File: src/rtl/core/rgb_led_pwm_slot_encoder_macros.svh
// Assertion macros shared by the slot encoder RTL.
// Expects clk and rst_n to be in scope at each use.
`ifndef RGB_LED_PWM_SLOT_ENCODER_MACROS_SVH
`define RGB_LED_PWM_SLOT_ENCODER_MACROS_SVH

// Same-cycle implication, disabled during reset.
`define RLPSE_ASSERT_IMP(lbl, ante, cons, msg) \
    lbl: assert property (@(posedge clk) disable iff (!rst_n) (ante) |-> (cons)) \
        else $error(msg);

// Next-cycle implication, disabled during reset.
`define RLPSE_ASSERT_NXT(lbl, ante, cons, msg) \
    lbl: assert property (@(posedge clk) disable iff (!rst_n) (ante) |=> (cons)) \
        else $error(msg);

`endif

File: src/rtl/core/rlpse_pkg.sv
// Shared types, constants and helpers for the RGB LED PWM slot encoder.
// No dependencies.
`timescale 1ns / 1ps
`default_nettype none

package rlpse_pkg;

    localparam int ChanW   = 8;
    localparam int CmpW    = 8;
    localparam int RepW    = 10;
    localparam int CfgIdxW = 2;
    localparam int CfgW    = 10;
    localparam int IdxW    = 5;

    // Register indexes of the configuration port.
    localparam logic [CfgIdxW-1:0] REG_BRIGHTNESS = 2'd0;
    localparam logic [CfgIdxW-1:0] REG_ZERO_CMP   = 2'd1;
    localparam logic [CfgIdxW-1:0] REG_ONE_CMP    = 2'd2;
    localparam logic [CfgIdxW-1:0] REG_RESET_CNT  = 2'd3;

    // Reset values of the configuration registers.
    localparam logic [ChanW-1:0] BRIGHTNESS_RST = 8'd255;
    localparam logic [CmpW-1:0]  ZERO_CMP_RST   = 8'd7;
    localparam logic [CmpW-1:0]  ONE_CMP_RST    = 8'd16;
    localparam logic [RepW-1:0]  RESET_CNT_RST  = 10'd240;

    // Slot positions within one pixel: leading run, 24 data bits, trailing run.
    localparam logic [IdxW-1:0] IDX_LEAD       = 5'd0;
    localparam logic [IdxW-1:0] IDX_FIRST_BIT  = 5'd1;
    localparam logic [IdxW-1:0] IDX_LAST_BIT   = 5'd24;
    localparam logic [IdxW-1:0] IDX_TRAIL      = 5'd25;

    localparam logic [2*ChanW-1:0] ROUND_BIAS = 16'd127;
    localparam logic [CmpW-1:0]    LOW_CMP    = 8'd0;

    // One scaled pixel plus its frame run flags.
    typedef struct packed {
        logic [ChanW-1:0] green;
        logic [ChanW-1:0] red;
        logic [ChanW-1:0] blue;
        logic             lead;
        logic             trail;
    } cmd_t;

    // Divide a 16-bit value below 65280 by 255: x>>8 is low by at most one.
    function automatic logic [ChanW-1:0] div255(input logic [2*ChanW-1:0] x);
        logic [ChanW-1:0] q1;
        logic [ChanW:0]   r;
        q1 = x[2*ChanW-1:ChanW];
        r  = {1'b0, x[ChanW-1:0]} + {1'b0, q1};
        if (r >= 9'd255)
            div255 = q1 + 8'd1;
        else
            div255 = q1;
    endfunction

endpackage

`default_nettype wire

File: src/rtl/core/rgb_led_pwm_slot_encoder.sv
// Top level of the RGB LED PWM slot encoder: config registers, front, queue, back.
// Depends on rlpse_pkg, rlpse_front, rlpse_fifo and rlpse_back.
//
//   Channel   Handshake               Payload
//   pixel in  push / full             red, green, blue, last_pixel
//   slot out  empty / pop             compare_value, repeat_count, last
//   config    cfg_we (no stall)       cfg_index, cfg_data
//
// One slot transaction leaves per cycle while the receiver keeps popping, and a pixel
// gives 24 to 26 of them; the back end's slot sequencer sets that figure.
// An accepted pixel is registered in the scaling stage (multiply, then divide by 255
// on the way in) and enters the queue when it has room; the back end's command and output registers follow.
// full rises only when the queue of FIFO_DEPTH commands and the scaling stage are taken.
// Reset clears all control state; the next pixel opens a frame.
`timescale 1ns / 1ps
`default_nettype none

module rgb_led_pwm_slot_encoder #(
    parameter int FIFO_DEPTH = 2
) (
    input  wire logic                          clk,
    input  wire logic                          rst_n,
    input  wire logic                          push,
    output logic                               full,
    input  wire logic [rlpse_pkg::ChanW-1:0]   red,
    input  wire logic [rlpse_pkg::ChanW-1:0]   green,
    input  wire logic [rlpse_pkg::ChanW-1:0]   blue,
    input  wire logic                          last_pixel,
    output logic                               empty,
    input  wire logic                          pop,
    output logic [rlpse_pkg::CmpW-1:0]         compare_value,
    output logic [rlpse_pkg::RepW-1:0]         repeat_count,
    output logic                               last,
    input  wire logic                          cfg_we,
    input  wire logic [rlpse_pkg::CfgIdxW-1:0] cfg_index,
    input  wire logic [rlpse_pkg::CfgW-1:0]    cfg_data
);
    import rlpse_pkg::*;

    logic [ChanW-1:0] brightness_reg;
    logic [CmpW-1:0]  zero_cmp_reg;
    logic [CmpW-1:0]  one_cmp_reg;
    logic [RepW-1:0]  reset_cnt_reg;

    logic cmd_push, cmd_full, cmd_pop, cmd_empty;
    cmd_t cmd_wdata, cmd_rdata;

    // Write configuration registers
    always_ff @(posedge clk or negedge rst_n)
    begin
        if (!rst_n)
        begin
            brightness_reg <= BRIGHTNESS_RST;
            zero_cmp_reg   <= ZERO_CMP_RST;
            one_cmp_reg    <= ONE_CMP_RST;
            reset_cnt_reg  <= RESET_CNT_RST;
        end
        else if (cfg_we)
        begin
            case (cfg_index)
                REG_BRIGHTNESS: brightness_reg <= cfg_data[ChanW-1:0];
                REG_ZERO_CMP:   zero_cmp_reg   <= cfg_data[CmpW-1:0];
                REG_ONE_CMP:    one_cmp_reg    <= cfg_data[CmpW-1:0];
                REG_RESET_CNT:  reset_cnt_reg  <= cfg_data[RepW-1:0];
                default:        ;
            endcase
        end
    end

    rlpse_front u_front (
        .clk              (clk),
        .rst_n            (rst_n),
        .push             (push),
        .full             (full),
        .red              (red),
        .green            (green),
        .blue             (blue),
        .last_pixel       (last_pixel),
        .brightness       (brightness_reg),
        .reset_slot_count (reset_cnt_reg),
        .cmd_push         (cmd_push),
        .cmd_data         (cmd_wdata),
        .cmd_full         (cmd_full)
    );

    rlpse_fifo #(
        .DEPTH (FIFO_DEPTH)
    ) u_fifo (
        .clk   (clk),
        .rst_n (rst_n),
        .push  (cmd_push),
        .wdata (cmd_wdata),
        .full  (cmd_full),
        .pop   (cmd_pop),
        .rdata (cmd_rdata),
        .empty (cmd_empty)
    );

    rlpse_back u_back (
        .clk               (clk),
        .rst_n             (rst_n),
        .cmd_data          (cmd_rdata),
        .cmd_empty         (cmd_empty),
        .cmd_pop           (cmd_pop),
        .zero_high_compare (zero_cmp_reg),
        .one_high_compare  (one_cmp_reg),
        .reset_slot_count  (reset_cnt_reg),
        .empty             (empty),
        .pop               (pop),
        .compare_value     (compare_value),
        .repeat_count      (repeat_count),
        .last              (last)
    );

endmodule

`default_nettype wire

File: src/rtl/core/rlpse_front.sv
// Front end: accepts pixels, scales channels by brightness, tags frame runs.
// Depends on rlpse_pkg.
`timescale 1ns / 1ps
`default_nettype none

module rlpse_front (
    input  wire logic                      clk,
    input  wire logic                      rst_n,
    input  wire logic                      push,
    output logic                           full,
    input  wire logic [rlpse_pkg::ChanW-1:0] red,
    input  wire logic [rlpse_pkg::ChanW-1:0] green,
    input  wire logic [rlpse_pkg::ChanW-1:0] blue,
    input  wire logic                      last_pixel,
    input  wire logic [rlpse_pkg::ChanW-1:0] brightness,
    input  wire logic [rlpse_pkg::RepW-1:0]  reset_slot_count,
    output logic                           cmd_push,
    output rlpse_pkg::cmd_t                cmd_data,
    input  wire logic                      cmd_full
);
    import rlpse_pkg::*;

    logic                 s1_valid_reg, s1_valid_next;
    logic                 frame_start_reg, frame_start_next;
    logic [2*ChanW-1:0]   prod_g_reg, prod_r_reg, prod_b_reg;
    logic                 lead_reg, trail_reg;
    logic                 s1_ready;
    logic                 accept;
    logic                 rst_nz;

    // Stage advances when empty or when the queue takes its contents
    assign s1_ready = !s1_valid_reg || !cmd_full;
    assign full     = !s1_ready;
    assign accept   = push && s1_ready;
    assign rst_nz   = (reset_slot_count != '0);

    // Track frame start and stage valid
    always_comb
    begin
        frame_start_next = frame_start_reg;
        s1_valid_next    = s1_valid_reg;
        if (accept)
        begin
            frame_start_next = last_pixel;
            s1_valid_next    = 1'b1;
        end
        else if (!cmd_full)
        begin
            s1_valid_next = 1'b0;
        end
    end

    always_ff @(posedge clk or negedge rst_n)
    begin
        if (!rst_n)
        begin
            s1_valid_reg    <= 1'b0;
            frame_start_reg <= 1'b1;
        end
        else
        begin
            s1_valid_reg    <= s1_valid_next;
            frame_start_reg <= frame_start_next;
        end
    end

    // Register products with rounding bias and run flags
    always_ff @(posedge clk)
    begin
        if (accept)
        begin
            prod_g_reg <= {{ChanW{1'b0}}, green} * {{ChanW{1'b0}}, brightness} + ROUND_BIAS;
            prod_r_reg <= {{ChanW{1'b0}}, red} * {{ChanW{1'b0}}, brightness} + ROUND_BIAS;
            prod_b_reg <= {{ChanW{1'b0}}, blue} * {{ChanW{1'b0}}, brightness} + ROUND_BIAS;
            lead_reg   <= frame_start_reg && rst_nz;
            trail_reg  <= last_pixel && rst_nz;
        end
    end

    // Finish the divide by 255 on the way into the queue
    assign cmd_push       = s1_valid_reg && !cmd_full;
    assign cmd_data.green = div255(prod_g_reg);
    assign cmd_data.red   = div255(prod_r_reg);
    assign cmd_data.blue  = div255(prod_b_reg);
    assign cmd_data.lead  = lead_reg;
    assign cmd_data.trail = trail_reg;

endmodule

`default_nettype wire

File: src/rtl/core/rlpse_fifo.sv
// Short command queue between front and back end.
// Depends on rlpse_pkg and the assertion macro header.
`timescale 1ns / 1ps
`default_nettype none
`include "rgb_led_pwm_slot_encoder_macros.svh"

module rlpse_fifo #(
    parameter int DEPTH = 2
) (
    input  wire logic            clk,
    input  wire logic            rst_n,
    input  wire logic            push,
    input  wire rlpse_pkg::cmd_t wdata,
    output logic                 full,
    input  wire logic            pop,
    output rlpse_pkg::cmd_t      rdata,
    output logic                 empty
);
    import rlpse_pkg::*;

    localparam int PtrW = (DEPTH > 1) ? $clog2(DEPTH) : 1;
    localparam int CntW = $clog2(DEPTH + 1);
    localparam logic [PtrW-1:0] PTR_MAX = PtrW'(DEPTH - 1);
    localparam logic [CntW-1:0] CNT_MAX = CntW'(DEPTH);

    cmd_t            mem [DEPTH];
    logic [PtrW-1:0] wr_ptr_reg, wr_ptr_next;
    logic [PtrW-1:0] rd_ptr_reg, rd_ptr_next;
    logic [CntW-1:0] count_reg, count_next;
    logic            do_push, do_pop;

    assign full    = (count_reg == CNT_MAX);
    assign empty   = (count_reg == '0);
    assign do_push = push && !full;
    assign do_pop  = pop && !empty;
    assign rdata   = mem[rd_ptr_reg];

    // Advance pointers and occupancy
    always_comb
    begin
        wr_ptr_next = wr_ptr_reg;
        rd_ptr_next = rd_ptr_reg;
        count_next  = count_reg;
        if (do_push)
            wr_ptr_next = (wr_ptr_reg == PTR_MAX) ? '0 : wr_ptr_reg + 1'b1;
        if (do_pop)
            rd_ptr_next = (rd_ptr_reg == PTR_MAX) ? '0 : rd_ptr_reg + 1'b1;
        if (do_push && !do_pop)
            count_next = count_reg + 1'b1;
        else if (do_pop && !do_push)
            count_next = count_reg - 1'b1;
    end

    always_ff @(posedge clk or negedge rst_n)
    begin
        if (!rst_n)
        begin
            wr_ptr_reg <= '0;
            rd_ptr_reg <= '0;
            count_reg  <= '0;
        end
        else
        begin
            wr_ptr_reg <= wr_ptr_next;
            rd_ptr_reg <= rd_ptr_next;
            count_reg  <= count_next;
        end
    end

    // Store the incoming command
    always_ff @(posedge clk)
    begin
        if (do_push)
            mem[wr_ptr_reg] <= wdata;
    end

    `RLPSE_ASSERT_IMP(a_fifo_count_bound, 1'b1, count_reg <= CNT_MAX, "queue count overflow")
    `RLPSE_ASSERT_NXT(a_fifo_fill_step, do_push && !do_pop, count_reg == $past(count_reg) + 1'b1,
        "queue count did not grow on push")

endmodule

`default_nettype wire

File: src/rtl/core/rlpse_back.sv
// Back end: expands one command into PWM slot transactions, one per cycle while the receiver pops.
// Depends on rlpse_pkg and the assertion macro header.
`timescale 1ns / 1ps
`default_nettype none
`include "rgb_led_pwm_slot_encoder_macros.svh"

module rlpse_back (
    input  wire logic                        clk,
    input  wire logic                        rst_n,
    input  wire rlpse_pkg::cmd_t             cmd_data,
    input  wire logic                        cmd_empty,
    output logic                             cmd_pop,
    input  wire logic [rlpse_pkg::CmpW-1:0]  zero_high_compare,
    input  wire logic [rlpse_pkg::CmpW-1:0]  one_high_compare,
    input  wire logic [rlpse_pkg::RepW-1:0]  reset_slot_count,
    output logic                             empty,
    input  wire logic                        pop,
    output logic [rlpse_pkg::CmpW-1:0]       compare_value,
    output logic [rlpse_pkg::RepW-1:0]       repeat_count,
    output logic                             last
);
    import rlpse_pkg::*;

    cmd_t            cmd_reg;
    logic            busy_reg, busy_next;
    logic [IdxW-1:0] idx_reg, idx_next;
    logic            out_valid_reg, out_valid_next;
    logic [CmpW-1:0] cmp_reg;
    logic [RepW-1:0] rep_reg;
    logic            last_reg;

    logic            adv;
    logic [IdxW-1:0] end_idx;
    logic            at_end;
    logic            load;
    logic [3*ChanW-1:0] bits;
    logic [IdxW-1:0] bit_pos;
    logic            is_run;
    logic [CmpW-1:0] slot_cmp;
    logic [RepW-1:0] slot_rep;

    // Output register moves when empty or taken
    assign adv     = !out_valid_reg || pop;
    assign end_idx = cmd_reg.trail ? IDX_TRAIL : IDX_LAST_BIT;
    assign at_end  = (idx_reg == end_idx);
    assign load    = !cmd_empty && (!busy_reg || (adv && at_end));
    assign cmd_pop = load;

    // Pick the slot for the current position, green first, MSB first
    assign bits    = {cmd_reg.green, cmd_reg.red, cmd_reg.blue};
    assign bit_pos = IDX_LAST_BIT - idx_reg;
    assign is_run  = (idx_reg == IDX_LEAD) || (idx_reg == IDX_TRAIL);

    always_comb
    begin
        if (is_run)
        begin
            slot_cmp = LOW_CMP;
            slot_rep = reset_slot_count;
        end
        else
        begin
            slot_cmp = bits[bit_pos] ? one_high_compare : zero_high_compare;
            slot_rep = RepW'(1);
        end
    end

    // Sequence positions across the command
    always_comb
    begin
        busy_next      = busy_reg;
        idx_next       = idx_reg;
        out_valid_next = out_valid_reg;
        if (adv)
            out_valid_next = busy_reg;
        if (load)
        begin
            busy_next = 1'b1;
            idx_next  = cmd_data.lead ? IDX_LEAD : IDX_FIRST_BIT;
        end
        else if (busy_reg && adv)
        begin
            if (at_end)
                busy_next = 1'b0;
            else
                idx_next = idx_reg + 1'b1;
        end
    end

    always_ff @(posedge clk or negedge rst_n)
    begin
        if (!rst_n)
        begin
            busy_reg      <= 1'b0;
            idx_reg       <= IDX_FIRST_BIT;
            out_valid_reg <= 1'b0;
        end
        else
        begin
            busy_reg      <= busy_next;
            idx_reg       <= idx_next;
            out_valid_reg <= out_valid_next;
        end
    end

    // Hold command and output payload
    always_ff @(posedge clk)
    begin
        if (load)
            cmd_reg <= cmd_data;
        if (adv && busy_reg)
        begin
            cmp_reg  <= slot_cmp;
            rep_reg  <= slot_rep;
            last_reg <= at_end;
        end
    end

    assign empty         = !out_valid_reg;
    assign compare_value = cmp_reg;
    assign repeat_count  = rep_reg;
    assign last          = last_reg;

    `RLPSE_ASSERT_IMP(a_idx_range, busy_reg, idx_reg <= IDX_TRAIL, "slot position out of range")
    `RLPSE_ASSERT_IMP(a_no_lead_skip, busy_reg && !cmd_reg.lead, idx_reg != IDX_LEAD,
        "leading run without lead flag")
    `RLPSE_ASSERT_IMP(a_run_is_low, out_valid_reg && (rep_reg != RepW'(1)), cmp_reg == LOW_CMP,
        "multi-slot run with nonzero compare")
    `RLPSE_ASSERT_NXT(a_pop_on_load, load, busy_reg, "command loaded but back end idle")

endmodule

`default_nettype wire

File: config.mk
export PLATFORM = sky130hd
export DESIGN_NAME = rgb_led_pwm_slot_encoder
export DESIGN_NICKNAME = d
export VERILOG_FILES = /design/src/rtl/core/rlpse_pkg.sv /design/src/rtl/core/rgb_led_pwm_slot_encoder.sv /design/src/rtl/core/rlpse_front.sv /design/src/rtl/core/rlpse_fifo.sv /design/src/rtl/core/rlpse_back.sv
export VERILOG_INCLUDE_DIRS = /design/src /design/src/rtl/core
export SDC_FILE = /design/constraint.sdc
export NUM_CORES = 1
export LEC_CHECK = 0
export ABC_AREA = 1
export BUFFER_PORTS_ARGS = -buffer_cell sky130_fd_sc_hd__buf_2
export CORE_ASPECT_RATIO = 1.2
export CORE_MARGIN = 1.5
export CORE_UTILIZATION = 50
export CTS_CLUSTER_DIAMETER = 50
export DETAILED_ROUTE_END_ITERATION = 8
export GPL_TIMING_DRIVEN = 0
export PLACE_DENSITY_LB_ADDON = 0.05
export SLEW_MARGIN = 10
export SYNTH_ARGS = -nofsm -noshare
export SYNTH_HDL_FRONTEND = slang
export SYNTH_SLANG_ARGS = --single-unit
File: constraint.sdc
create_clock -name clk -period 4.55 [get_ports clk]
set_input_delay 0.455 -clock clk [delete_from_list [all_inputs] [get_ports clk]]
set_output_delay 0.455 -clock clk [all_outputs]
set_load 0.01 [all_outputs]
==> results.txt, run 1 <==
htree depth: 4
P per Cell Area: 783 nW/um^2
FP Rows: 72
total global routing overflow: 0
Hold-fix buffers, CTS: 0
dpl hpwl: 26.6 mm
Pleak: 0.00986 uW
Slowest-stage cell, CP: fa_1
most frequent CP cell: fa_1
Final Hold Viols: 0
layout net count: 2300
number of flip-flops in the largest register: 52
Post-synth EDFFs: 146
Area contributors post-synth: edfxtp_1, fa_1, nand2_1
fmax: 0.227 GHz
largest net degree at the start of global routing: 48
Max Transition Viols Final: 0
sequential area share after synthesis: 0.345
max incr delay on CP: 0.53 ns
final wirelength: 34.3 mm
Period Utilization, post-route: 0.969
status: finished, final reports clean
met2 global-route usage: 0.397
GPL Wtd Cong: 0.823
CP startpoint kind: flop
Top reg by flops: u_fifo.mem
RSZ-0062 raised after global routing: true
worst path required time: 4.82 ns
Initial Util: 0.505
Synth top area share: 0.271
max-slew headroom at the worst pin: 0.304
Routed WL per cell: 14.2 um
initial antenna violation count: 0
Critical Path Source: brightness_reg[3]
Hold Crit Class: input pin to asynchronous set/reset pin
Root Buffer: clkbuf_16
CP Capture Type: flop
Detailed Route Iter0 Violations: 483
Residual DRC: 0
Max Cap Viol: 0
vias in the first global route: 11.9k
chip height: 200 um
number of antenna-violating nets in the routed design: 0
Die W: 167 um
clock sink count: 193
min cycle time layout: 4.41 ns
clock-pin slew on the worst setup and hold paths: 0.07 ns
Crit path arrival time: 4.67 ns
Clock Path Buffers: 2
routed vias: 11.9k
reg2reg path depth: 18
Worst VDD drop: 0.448 mV
crit path max fanout: 6
Setup Skew: 0.0132 ns
Gate Count Post-Synth: 1911
Most used DFF post-synth: edfxtp_1
Worst R2R Start: brightness_reg[3]
GRT busiest layer: met2
Worst-Skew Late Latency: 0.44 ns
synth warn: 0
total global-route track usage: 0.217
Overall Power: 14400 uW
synthesized area: 16200 sq um
endpoints failing setup: 0
CTS tree: yes
Critical Path Sink: u_front.prod_g_reg[14]
DR vias/cell: 4.91
kind of critical path: flop to flop
most frequent cells in the layout: nand2_1, inv_1, edfxtp_1, fa_1, ha_1
Yosys cell types: 47
fraction of layout cells with a size suffix above 1: 0.121
TritonRoute pass-1 iters: 4
most common cell after layout, fill and taps aside: nand2_1
TritonCTS Buffers: 17
R2R Setup Slk: 0.14 ns
Ports: 63
Slew @ Worst Pin: 1.04 ns
die area: 33500 sq um
diodes inserted: 0
first-pass GRT wire length: 57.5 mm
Synth async-reset ratio: 0.244
synthesized area per cell: 8.48 sq um
grt met3 use: 0.0235
final hold slack: 0.181 ns
P&R area growth vs syn: 13.4%
register bit total from synthesis: 193
Synth Net Count: 2215
CP cell instances: buf_4 -> clkbuf_16 -> nand2_1 -> inv_2 -> fa_1 -> inv_1 -> fa_1 -> inv_1 -> fa_1 -> inv_2 -> fa_1 -> inv_1 -> ha_4 -> a21oi_1 -> o211ai_1 -> nand2_1 -> nand2_1 -> xor2_1
core area: 32100 sq um
I/O Buffers: 38
cell taking the most area after synthesis: edfxtp_1
worst reg2reg path endpoint: u_front.prod_g_reg[14]
met1 GRT Util: 0.267
per-layer routing:
metal / routed length (um) / up-vias
met5: 0 / -
met4: 561 / 0
met3: 841 / 35
met2: 17800 / 165
met1: 15000 / 5644
li1: - / 6013
critical path, delay by kind of cell, from the launching register on:
family / cells / cell delay (ns)
AOI/OAI and AO/OA: 2 / 0.40
xor gates and xnor gates: 1 / 0.20
adders and majority gates: 5 / 2.32
buffers and inverters: 7 / 0.54
DFF: 1 / 0.52
and+or+nand+nor: 3 / 0.23
cell usage after synthesis (3+ instances only):
library cell    n
nor2_1         81
nand2_2        10
a21oi_1        51
edfxtp_1      146
inv_1         417
clkbuf_1       49
ha_1          133
nand3_1        79
inv_2           3
o21ai_0        52
dfrtp_1        29
xnor2_1        27
nand3b_1       16
nand2_1       556
buf_6           6
dfstp_2        18
fa_1          129
o21ai_1         4
nand3_2         4
xor2_1         34
clkbuf_2        9
nor3_1         13
or2_1           3
o211ai_1        3
nand4_1        10
through the flow:
stage	utilization	TNS, ns	area [sq um]	std cells	worst slack [ns]
floorplan	-	-0.0140	16200	1911	-0.0140
global placement	0.527	-16.41	16900	2356	-0.931
detailed placement	0.529	-17.93	17000	2358	-0.954
CTS	0.555	0	17800	2394	0.00286
global route	0.573	-0.130	18400	2416	-0.0466
finish	0.573	0	18400	2416	0.142
logic make-up (layout without fill, tap and decap cells):
| family | Yosys count | in the layout | share of synthesized area |
|---|---|---|---|
| flip-flops | 193 | 193 | 0.345 |
| buffers and inverters | 488 | 586 | 0.117 |
| adder cells (fa/ha/maj) | 262 | 262 | 0.262 |
| AO/OA/AOI/OAI | 127 | 127 | 0.0442 |
| multiplexers | 1 | 1 | 0.000618 |
| AND/OR/NAND/NOR | 778 | 778 | 0.198 |
| XOR/XNOR | 62 | 62 | 0.0340 |
report_power, final:
part           leakage (uW)  internal (uW)  switching (uW)
logic               0.00764           3830            5510
registers           0.00193           3170             376
clock network      0.000296            815             686
total               0.00986           7820            6570
worst min-delay path by stage:
stage                           start              endpoint  slack [ns]  cells after the start
CTS                               pop  u_back.out_valid_reg        0.20                      2
finish                          rst_n     u_back.idx_reg[3]        0.18                      1
detailed placement  u_front.trail_reg      u_fifo.mem[0][0]        0.44                      0
floorplan                       rst_n        one_cmp_reg[0]        0.16                      0
global route                      pop  u_back.out_valid_reg        0.23                      2
global placement     u_front.lead_reg      u_fifo.mem[0][1]        0.42                      0
cell type report:
cell class	instances	area (sq um)
Clock buffer	20	500
Fill cell	2963	13700
Buffer	56	427
Tap cell	407	509
Clock inverter	12	106
Multi-Input combinational cell	1230	9120
Timing Repair Buffer	76	537
Inverter	422	1590
Sequential cell	193	5590
timing repair:
item / CTS / global route
cloned: 0 / 1
buffers inserted: 12 / 23
gates resized for setup: 47 / 79
pin swaps: 0 / 31
setup endpoints to repair: 31 / 20
Note: power is estimated with default switching activity, not from simulation.
==> run 2: changes to the inputs <==
- PLACE_DENSITY: not set -> 0.69
- PLACE_DENSITY_LB_ADDON: 0.05 -> not set
==> results.txt, run 2 (same netlist as run 1, synthesis figures left out) <==
CP Capture Type: flop (unchanged)
kind of critical path: flop to flop (unchanged)
CP startpoint kind: flop (unchanged)
clock-pin slew on the worst setup and hold paths: 0.07 ns (about the same)
Max Transition Viols Final: 0 (unchanged)
fmax: 0.223 GHz (was 0.227 GHz)
GPL Wtd Cong: 0.865 (was 0.823)
most frequent CP cell: nand2_1 (was fa_1)
min setup slack post-route: 0.0584 ns (was 0.142 ns)
chip height: 200 um (unchanged)
max-slew headroom at the worst pin: 0.307 (was 0.304)
met2 global-route usage: 0.394 (was 0.397)
status: finished, final reports clean (unchanged)
Max Cap Viol: 0 (unchanged)
worst slack, placed: -0.968 ns (was -0.954 ns)
layout net count: 2297 (was 2300)
Ports: 63 (unchanged)
I/O Buffers: 38 (unchanged)
die area: 33500 sq um (unchanged)
Hold-fix buffers, CTS: 0 (unchanged)
DR vias/cell: 4.98 (was 4.91)
RSZ-0062 raised after global routing: true (unchanged)
Slew @ Worst Pin: 1.04 ns (about the same)
first-pass GRT wire length: 57.5 mm (about the same)
total global-route track usage: 0.215 (was 0.217)
final hold slack: 0.190 ns (was 0.181 ns)
CTS tree: yes (unchanged)
max incr delay on CP: 0.61 ns (was 0.53 ns)
Routed WL per cell: 14.2 um (about the same)
clock sink count: 193 (unchanged)
Initial Util: 0.505 (unchanged)
htree depth: 4 (unchanged)
total global routing overflow: 0 (unchanged)
Slowest-stage cell, CP: dfstp_2 (was fa_1)
Critical Path Source: brightness_reg[2] (was brightness_reg[3])
fraction of layout cells with a size suffix above 1: 0.119 (was 0.121)
Root Buffer: clkbuf_16 (unchanged)
CP cell instances: buf_8 -> nand2_1 -> fa_1 -> inv_1 -> fa_1 -> fa_1 -> inv_1 -> fa_1 -> inv_1 -> ha_2 -> a21oi_2 -> a21boi_4 -> o21ai_1 -> nand2_1 -> nand2_1 -> nand2_1 -> nand2_1 (was buf_4 -> clkbuf_16 -> nand2_1 -> inv_2 -> fa_1 -> inv_1 -> fa_1 -> inv_1 -> fa_1 -> inv_2 -> fa_1 -> inv_1 -> ha_4 -> a21oi_1 -> o211ai_1 -> nand2_1 -> nand2_1 -> xor2_1)
TritonCTS Buffers: 17 (unchanged)
vias in the first global route: 12.3k (was 11.9k)
crit path max fanout: 10 (was 6)
most frequent cells in the layout: nand2_1, inv_1, edfxtp_1, fa_1, ha_1 (unchanged)
Pleak: 0.00980 uW (was 0.00986 uW)
FP Rows: 72 (unchanged)
worst path required time: 4.74 ns (was 4.82 ns)
largest net degree at the start of global routing: 48 (unchanged)
final wirelength: 34.3 mm (about the same)
Crit path arrival time: 4.68 ns (was 4.67 ns)
met1 GRT Util: 0.261 (was 0.267)
number of flip-flops in the largest register: 52 (unchanged)
number of antenna-violating nets in the routed design: 0 (unchanged)
Period Utilization, post-route: 0.987 (was 0.969)
R2R Setup Slk: 0.06 ns (was 0.14 ns)
min cycle time layout: 4.49 ns (was 4.41 ns)
Hold Crit Class: input pin to asynchronous set/reset pin (unchanged)
GRT busiest layer: met2 (unchanged)
routed vias: 12.0k (was 11.9k)
Die W: 167 um (unchanged)
setup TNS: 0 ns (unchanged)
P per Cell Area: 785 nW/um^2 (was 783 nW/um^2)
TritonRoute pass-1 iters: 5 (was 4)
P&R area growth vs syn: 12.3% (was 13.4%)
Worst VDD drop: 0.510 mV (was 0.448 mV)
Worst R2R Start: brightness_reg[2] (was brightness_reg[3])
grt met3 use: 0.0255 (was 0.0235)
Top reg by flops: u_fifo.mem (unchanged)
endpoints failing setup: 0 (unchanged)
Setup Skew: 0.0124 ns (was 0.0132 ns)
Residual DRC: 0 (unchanged)
most common cell after layout, fill and taps aside: nand2_1 (unchanged)
dpl hpwl: 25.9 mm (was 26.6 mm)
Worst-Skew Late Latency: 0.44 ns (about the same)
core area: 32100 sq um (unchanged)
Detailed Route Iter0 Violations: 770 (was 483)
Clock Path Buffers: 2 (unchanged)
Final Hold Viols: 0 (unchanged)
initial antenna violation count: 2 (was 0)
-- run 2: changes by cell type in the layout (fill, tap and decap cells not counted), sizes merged --
cell,change
buf,-4
diode,+2
clkinvlp,+2
clkinv,-1
-- run 2: report_power, final --
part           total [uW]  switching (uW)  internal (uW)
sequential           3550             376           3170
clock                1370             661            710
combinational        9370            5560           3810
-- run 2: final cells by class --
| cell class | instances | area (sq um) |
|---|---|---|
| clock buffers | 19 | 433 |
| fillers | 2845 | 13900 |
| diodes | 2 | 5.00 |
| multi-input cells | 1230 | 9070 |
| plain buffers | 57 | 412 |
| flip-flops and latches | 193 | 5580 |
| well taps | 407 | 509 |
| inverters | 422 | 1590 |
| repair buffers | 72 | 492 |
| clock inverters | 13 | 108 |
-- run 2: what timing repair did --
action,4_1_cts,5_1_grt
pin swaps,2,37
setup buffers,15,17
resized for setup,40,83
setup endpoints to repair,30,22
-- run 2: path summary, 6_finish.rpt --
check	end	depth (start not counted)
min	u_back.idx_reg[1]	1
min in group clk	u_back.out_valid_reg	2
max in group asynchronous	reset_cnt_reg[9]	1
max	u_front.prod_b_reg[11]	17
max reg2reg	u_front.prod_b_reg[11]	17
min reg2reg	u_fifo.mem[0][1]	0
-- run 2: through the flow --
| stage | area [sq um] | cells | util | total power (uW) |
|---|---|---|---|---|
| 2_1_floorplan | 16200 | 1911 | - | 9770 |
| 3_3_place_gp | 16900 | 2356 | 0.527 | 11400 |
| 3_5_place_dp | 17000 | 2358 | 0.529 | 11600 |
| 4_1_cts | 17700 | 2397 | 0.553 | 13200 |
| 5_1_grt | 18200 | 2415 | 0.568 | 15700 |
| 6_report | 18200 | 2415 | 0.568 | 14300 |
-- run 2: routing by layer --
layer,vias to the layer above,part of all wire
li1,6014,-
met1,5724,0.41
met2,250,0.52
met3,47,0.042
met4,0,0.021
met5,-,0
-- run 2: critical path, delay by kind of cell (launching register included) --
family	cells	cell delay, ns
flip-flops	1	0.61
AND/OR/NAND/NOR	5	0.37
adder cells (fa/ha/maj)	5	2.40
AO/OA/AOI/OAI	3	0.53
buffers and inverters	4	0.33
